==> config.mk <==
export PLATFORM = sky130hd
export DESIGN_NAME = rpvp_mod
export DESIGN_NICKNAME = d
export VERILOG_FILES = /design/src/rtl/random_pick_value_pool_defines.svh /design/src/rtl/rpvp_pkg.sv /design/src/rtl/rpvp_mod.sv
export SDC_FILE = /design/constraint.sdc
export NUM_CORES = 1
export LEC_CHECK = 0
export BUFFER_PORTS_ARGS = -buffer_cell sky130_fd_sc_hd__buf_2
export CORE_UTILIZATION = 45
export DETAILED_ROUTE_END_ITERATION = 16
export PLACE_DENSITY = 0.7
export SLEW_MARGIN = 15
export SYNTH_ARGS = -nofsm -noshare
export SYNTH_HDL_FRONTEND = slang
export SYNTH_SLANG_ARGS = --single-unit
==> constraint.sdc <==
create_clock -name clk_i -period 2.6 [get_ports clk_i]
set_input_delay 0 -clock clk_i [delete_from_list [all_inputs] [get_ports clk_i]]
set_output_delay 0 -clock clk_i [all_outputs]
set_load 0.02 [all_outputs]
==> src/rtl/random_pick_value_pool_defines.svh <==
// assertion helpers shared by the pool rtl
`ifndef RANDOM_PICK_VALUE_POOL_DEFINES_SVH
`define RANDOM_PICK_VALUE_POOL_DEFINES_SVH

// same-cycle implication, checked out of reset
`define RPVP_ASSERT_NOW(lbl, ante, cons, msg) \
  lbl: assert property (@(posedge clk_i) disable iff (!rst_ni) (ante) |-> (cons)) else $error(msg);

// next-cycle implication, checked out of reset
`define RPVP_ASSERT_NEXT(lbl, ante, cons, msg) \
  lbl: assert property (@(posedge clk_i) disable iff (!rst_ni) (ante) |=> (cons)) else $error(msg);

`endif

==> src/rtl/rpvp_pkg.sv <==
package rpvp_pkg;

  localparam int unsigned OP_W   = 3;
  localparam int unsigned VAL_W  = 32;
  localparam int unsigned PICK_W = 16;
  localparam int unsigned LEFT_W = 9;

  // operation codes
  localparam logic [OP_W-1:0] OP_PUT      = 3'd0;
  localparam logic [OP_W-1:0] OP_PULL     = 3'd1;
  localparam logic [OP_W-1:0] OP_CONTAINS = 3'd2;
  localparam logic [OP_W-1:0] OP_REMOVE   = 3'd3;
  localparam logic [OP_W-1:0] OP_FILL     = 3'd4;

  typedef struct packed {
    logic [OP_W-1:0]         op;
    logic signed [VAL_W-1:0] operand;
    logic [PICK_W-1:0]       rand_pick;
  } rpvp_in_t;

  typedef struct packed {
    logic signed [VAL_W-1:0] pulled;
    logic                    found;
    logic [LEFT_W-1:0]       entries_left;
    logic                    dropped;
  } rpvp_out_t;

endpackage

==> src/rtl/rpvp_mod.sv <==
module rpvp_mod #(
  parameter int unsigned CNT_W = 9
) (
  input  logic                           clk_i,
  input  logic                           rst_ni,
  input  logic                           start_i,
  input  logic [rpvp_pkg::PICK_W-1:0]    dividend_i,
  input  logic [CNT_W-1:0]               divisor_i,
  output logic                           done_o,
  output logic [CNT_W-1:0]               rem_o
);
  import rpvp_pkg::*;

  localparam int unsigned STEP_W = $clog2(PICK_W);

  logic              busy_q;
  logic [STEP_W-1:0] step_q;
  logic [PICK_W-1:0] dvd_q;
  logic [CNT_W-1:0]  rem_q;
  logic [CNT_W:0]    trial;
  logic              ge;
  logic [CNT_W-1:0]  rem_d;

  // restoring remainder, one dividend bit per cycle
  always_comb begin
    trial = {rem_q, dvd_q[PICK_W-1]};
    ge    = trial >= {1'b0, divisor_i};
    rem_d = ge ? CNT_W'(trial - {1'b0, divisor_i}) : trial[CNT_W-1:0];
  end

  assign done_o = busy_q && (step_q == STEP_W'(PICK_W - 1));
  assign rem_o  = rem_d;

  always_ff @(posedge clk_i or negedge rst_ni) begin
    if (!rst_ni) begin
      busy_q <= 1'b0;
      step_q <= '0;
      dvd_q  <= '0;
      rem_q  <= '0;
    end else if (start_i) begin
      busy_q <= 1'b1;
      step_q <= '0;
      dvd_q  <= dividend_i;
      rem_q  <= '0;
    end else if (busy_q) begin
      rem_q  <= rem_d;
      dvd_q  <= dvd_q << 1;
      step_q <= step_q + STEP_W'(1);
      if (done_o) begin
        busy_q <= 1'b0;
      end
    end
  end

endmodule

==> flow_summary.yaml, run 1 <==
drt:
  ant_nets: 0
  wl_per_cell_um: 13.9
  routed_via_density: 5.28
  drt-total-wl_um: 4370
  dr_total_vias: 1662
  drc: 0
  drt-initial-drc-count: 92
  first_pass_iters: 4
min_path:
  min_from: "start_i"
  whs_path_depth: 2
  min_path_type: "in -> reg"
  whs_endpoint: "rem_q[0]"
sta:
  finalSetupViolCount: 0
  maxSlewViolCount: 0
  fmax_mhz: 387
  worst_slew_pin_slew_ns: 0.693
  maxSlewHeadroom_pct: 53.8
  hold_violations: 0
  rsz0062_at_grt: "true"
  clock_skew_ns: 0.00494
  min_period_ns: 2.59
  min_period_over_period_pct: 99.5
floorplanning:
  start_util_pct: 47.8
  core-area_um2: 4060
  die_x_um: 67.7
  row_count: 23
  die_area_um2: 4580
  die_y_um: 67.7
  num_io_pins: 38
finish:
  fill_cells: 330
  antenna_cells: 0
  nNetsFinal: 304
  final_core_util_pct: 64.3
  syn_to_final_growth_pct: 34.4
  drive_gt1_share_pct: 28.3
  fin_area_um2: 2610
  fin_cells: 315
global_routing:
  antenna_found_initial: 0
  grt-ovfl-total: 0
  grt_max_degree: 38
  grt_pass1_wl_um: 7140
  track_usage_pct: 21.3
  grt_pass1_vias: 1560
setup_path:
  reg2reg_slack_ns: 0.08
  cp_top_family: "compound AO/OA/AOI/OAI gates"
  slowest_stage: "a211o_4"
  critical_path_class: "reg -> out"
  slowest_delay_ns: 0.41
  r2r_end: "rem_q[6]"
  rr_worst_depth: 10
  startpoint_type: "flop"
  crit_path_end_kind: "output port"
  path_buf_inv: 4
  arrival_ns: 2.59
  r2r-start: "dvd_q[15]"
  path_cells: "inv_1 -> ha_2 -> inv_2 -> fa_2 -> a211oi_4 -> o31ai_4 -> a211o_4 -> buf_4 -> nand2b_1 -> nand2_1 -> buf_2"
  worstPathMaxFanout: 6
  crit_required_ns: 2.60
cts:
  clk_pin_slew_ns: 0.06
  cts_tree: "built"
  clockRootBuffer: "clkbuf_8"
  cts_max_level: 2
  worstSkewPairLatency_ns: 0.28
  clock_sinks: 30
  cts_buffers: 5
  clk_path_buf_depth: 2
power:
  p_per_area_nw_per_um2: 972
  ir_drop_mv: 0.651
  p_leak_nw: 1.41
  power_w: 0.00254
synth:
  yosysWarnings: 0
  synth_edf_count: 0
  synth_seq_area_share_pct: 38.7
  synthFlopType: "dfrtp_1"
  netlist_instances: 203
  postSynthAreaPerCell_um2: 9.56
  synth-seq-cells: 30
  syn-num-nets: 242
  async_reset_ff_share_pct: 100
  netlist_area_um2: 1940
  ys_types: 45
placed_design:
  gp_congestion: 0.886
  place_area_um2: 2170
  dp.cells: 283
  hpwl_um: 2940
  port_buffers: 37
outcome:
  outcome: "finished, final reports clean"
flow_run:
  cap_viol_max_count: 0
[power by group]
part           total (W)  leakage (nW)  internal [W]  switching, W
Combinational    0.00144         0.973      0.000716      0.000724
Sequential      0.000615         0.381      0.000542     0.0000725
Clock           0.000481        0.0573      0.000306      0.000174
Total            0.00254          1.41       0.00156      0.000970
[cell usage after synthesis, drive strengths merged (2+ instances only)]
| library cell | n | area share, % |
|---|---|---|
| mux2 | 4 | 2.7 |
| buf | 2 | 0.77 |
| a211oi | 4 | 2.8 |
| and4 | 2 | 1.0 |
| mux2i | 16 | 8.3 |
| ha | 10 | 6.4 |
| dfrtp | 30 | 39 |
| nor2 | 22 | 4.3 |
| a21oi | 6 | 1.5 |
| o21a | 3 | 1.2 |
| a21o | 6 | 2.3 |
| o311a | 2 | 1.0 |
| o21ai | 16 | 4.1 |
| o31ai | 2 | 1.5 |
| clkbuf | 8 | 1.5 |
| nand2 | 22 | 4.3 |
| xnor2 | 3 | 1.4 |
| a211o | 4 | 2.3 |
| nand2b | 4 | 1.3 |
| nor4 | 2 | 0.64 |
| inv | 12 | 2.3 |
| nand3 | 2 | 0.52 |
| xor2 | 6 | 2.7 |
[how the worst max path moves through the flow]
stage / start / end / cells after the start
2_1_floorplan: dvd_q[15] / rem_q[1] / 9
3_3_place_gp: dvd_q[15] / rem_q[4] / 9
3_5_place_dp: dvd_q[15] / rem_q[4] / 9
4_1_cts: dvd_q[15] / rem_o[8] / 9
5_1_grt: dvd_q[15] / rem_o[0] / 11
6_report: dvd_q[15] / rem_o[0] / 11
[metrics by stage]
step                      setup WS (ns)  hold WS [ns]  setup TNS, ns
final                            0.0134         0.131              0
after global routing            -0.0780         0.141         -0.495
after CTS                       -0.0416         0.104         -0.143
after detailed placement         0.0164        0.0874              0
after global placement            0.104        0.0835              0
after floorplan                  0.0883        -0.296              0
[final cells by class]
cell class | count | area, µm² | area share [%]
Multi-Input combinational cell | 150 | 1140 | 43.8
Clock inverter | 1 | 30.0 | 1.15
Timing Repair Buffer | 65 | 492 | 18.8
Sequential cell | 30 | 751 | 28.8
Tap cell | 50 | 62.6 | 2.40
Clock buffer | 6 | 82.6 | 3.17
Inverter | 13 | 48.8 | 1.87
[placed cells by master, fill, tap and decap left out, drive strengths merged, types with 2 or more instances in the layout]
cell,count
nand2b,4
o311a,2
nor4,2
a21oi,6
inv,12
xnor2,3
o31ai,2
mux2i,16
a211oi,4
nand2,22
nor2,22
mux2,4
buf,48
o21a,3
and4,2
o21ai,16
clkbuf,6
xor2,6
dlygate4sd3,17
a21o,6
a211o,4
ha,10
dfrtp,30
nand3,2
[flip-flops by register name, indices dropped and copies added (netlist names)]
register / flops
dvd_q: 16
rem_q: 9
step_q: 4
busy_q: 1
[kinds of logic after synthesis]
kind of cell / count (synthesis) / synth area share (%)
AND/OR/NAND/NOR: 61 / 14.6
AO/OA/AOI/OAI: 49 / 19.4
flip-flops: 30 / 38.7
buffers and inverters: 23 / 4.84
multiplexers: 20 / 11.0
adder cells (fa/ha/maj): 11 / 7.48
XOR/XNOR: 9 / 4.06
[metal layers]
metal | GRT usage (%) | wire length [µm] | up-vias
li1 | - | - | 836
met1 | 27.8 | 2010 | 796
met2 | 35.6 | 2190 | 26
met3 | 3.55 | 127 | 4
met4 | 6.38 | 45 | 0
met5 | 0 | 0 | -
[timing repair]
action | CTS | global route
setup buffers | 4 | 4
resized for setup | 14 | 17
hold buffers | 17 | 0
hold endpoints to repair | 46 | 0
pin swaps | 2 | 3
setup endpoints to repair | 7 | 11
Power figures use the tool's default switching activity.
==> run 2: changes to the inputs <==
--- a/config.mk
+++ b/config.mk
@@ -8,7 +8,7 @@
 export BUFFER_PORTS_ARGS = -buffer_cell sky130_fd_sc_hd__buf_2
 export CORE_UTILIZATION = 45
 export DETAILED_ROUTE_END_ITERATION = 16
-export PLACE_DENSITY = 0.7
+export PLACE_DENSITY_LB_ADDON = 0.25
 export SLEW_MARGIN = 15
 export SYNTH_ARGS = -nofsm -noshare
 export SYNTH_HDL_FRONTEND = slang
==> flow_summary.yaml, run 2 (synthesis results as in run 1) <==
min_path:
  whs_endpoint: "rem_q[4]"
  whs_path_depth: 3
  min_from: "start_i"
  min_path_type: "in -> reg"
cts:
  cts_tree: "built"
  clock_sinks: 30
  clockRootBuffer: "clkbuf_8"
  cts_max_level: 2
  worstSkewPairLatency_ns: 0.28
  clk_path_buf_depth: 2
  cts_buffers: 5
  clk_pin_slew_ns: 0.07
global_routing:
  grt-ovfl-total: 0
  antenna_found_initial: 0
  grt_pass1_vias: 1494
  grt_max_degree: 41
  grt_pass1_wl_um: 6780
  track_usage_pct: 20.3
drt:
  first_pass_iters: 4
  drt-total-wl_um: 4340
  drc: 0
  wl_per_cell_um: 13.6
  ant_nets: 0
  dr_total_vias: 1673
  drt-initial-drc-count: 74
  routed_via_density: 5.24
finish:
  antenna_cells: 0
  final_cell_mix: "30 x dfrtp_1, 30 x buf_2, 22 x nand2_1"
  top_regs: "dvd_q (16), rem_q (9), step_q (4)"
  top_register: "dvd_q"
  nNetsFinal: 308
  drive_gt1_share_pct: 30.9
  largest_reg_flops: 16
  syn_to_final_growth_pct: 35.6
setup_path:
  r2r-start: "dvd_q[15]"
  rr_worst_depth: 11
  arrival_ns: 2.63
  critical_path_class: "reg -> out"
  worstPathMaxFanout: 7
  path_buf_inv: 3
  r2r_end: "rem_q[8]"
  slowest_stage: "fa_2"
  cp_top_family: "compound AO/OA/AOI/OAI gates"
  startpoint_type: "flop"
  crit_path_end_kind: "output port"
  crit_required_ns: 2.60
  path_cells: "inv_2 -> ha_4 -> inv_2 -> fa_2 -> a211oi_4 -> o31ai_4 -> a211o_4 -> mux2_4 -> buf_6"
  slowest_delay_ns: 0.42
  crit_top_cell: "inv_2"
  reg2reg_slack_ns: 0.08
placed_design:
  dp_slack_ns: 0.0202
  hpwl_um: 2840
  gp_congestion: 0.806
  port_buffers: 37
sta:
  min_period_over_period_pct: 101
  worst_slack_ns: -0.0273
  fmax_mhz: 381
  maxSlewViolCount: 0
  finalSetupViolCount: 4
  clock_skew_ns: 0.00540
  rsz0062_at_grt: "true"
  min_period_ns: 2.63
  worst_slew_pin_slew_ns: 0.665
  hold_violations: 0
  maxSlewHeadroom_pct: 55.7
outcome:
  violations: "setup timing"
  outcome: "complete, but fails checks"
power:
  ir_drop_mv: 0.634
  p_leak_nw: 1.43
  power_w: 0.00245
  p_per_area_nw_per_um2: 933
floorplanning:
  core-area_um2: 4060
  die_x_um: 67.7
  die_area_um2: 4580
  start_util_pct: 47.8
  num_io_pins: 38
  row_count: 23
  die_y_um: 67.7
flow_run:
  cap_viol_max_count: 0
-- run 2: per-layer routing --
metal	vias up	routed length (µm)	share of wire, %	global-route usage (%)
met5	-	0	0	0
met4	0	36	0.83	6.91
met3	6	159	3.7	5.57
met2	50	2020	47	30.8
met1	773	2120	49	27.7
li1	844	-	-	-
-- run 2: timing repair --
action                     in CTS  in global routing
hold buffers                   17                  0
resized for setup               4                 30
buffers inserted                6                  5
hold endpoints to repair       46                  0
setup endpoints to repair       9                 10
pin swaps                       2                  6
-- run 2: how the worst max path moves through the flow --
stage | startpoint | end | slack, ns | depth (start not counted)
finish | dvd_q[15] | rem_o[3] | -0.03 | 9
global route | dvd_q[15] | rem_o[3] | -0.11 | 9
CTS | dvd_q[15] | rem_o[8] | -0.02 | 9
detailed placement | dvd_q[15] | rem_q[3] | 0.02 | 9
global placement | dvd_q[15] | rem_q[3] | 0.10 | 9
floorplan | dvd_q[15] | rem_q[1] | 0.09 | 9
-- run 2: worst min-delay path: cells and delay by family --
kind | cells | cell delay [ns]
buffers and inverters | 1 | 0.24
AOI/OAI and AO/OA | 1 | 0.09
and+or+nand+nor | 1 | 0.08
-- run 2: area by class of cell --
type | instances | area (µm²)
repair buffers | 69 | 512
inverters | 13 | 48.8
multi-input cells | 150 | 1180
well taps | 50 | 62.6
clock inverters | 2 | 10.0
clock buffers | 5 | 68.8
fillers | 334 | 1430
flip-flops and latches | 30 | 751
-- run 2: metrics by stage --
stage | setup TNS [ns] | hold slack (ns) | util, % | area (µm²) | instances
2_1_floorplan | 0 | -0.296 | - | 1940 | 203
3_5_place_dp | 0 | 0.0754 | 53.6 | 2170 | 284
4_1_cts | -0.0742 | 0.138 | 61.2 | 2480 | 314
3_3_place_gp | 0 | 0.0855 | 53.6 | 2170 | 284
5_1_grt | -0.708 | 0.175 | 64.8 | 2630 | 319
6_report | -0.0826 | 0.171 | 64.8 | 2630 | 319
-- run 2: report_power, final --
group | switching, W | leakage [nW] | total (W) | internal, W
Combinational | 0.000752 | 1.01 | 0.00149 | 0.000741
Sequential | 0.0000700 | 0.381 | 0.000613 | 0.000543
Clock | 0.000170 | 0.0438 | 0.000349 | 0.000179
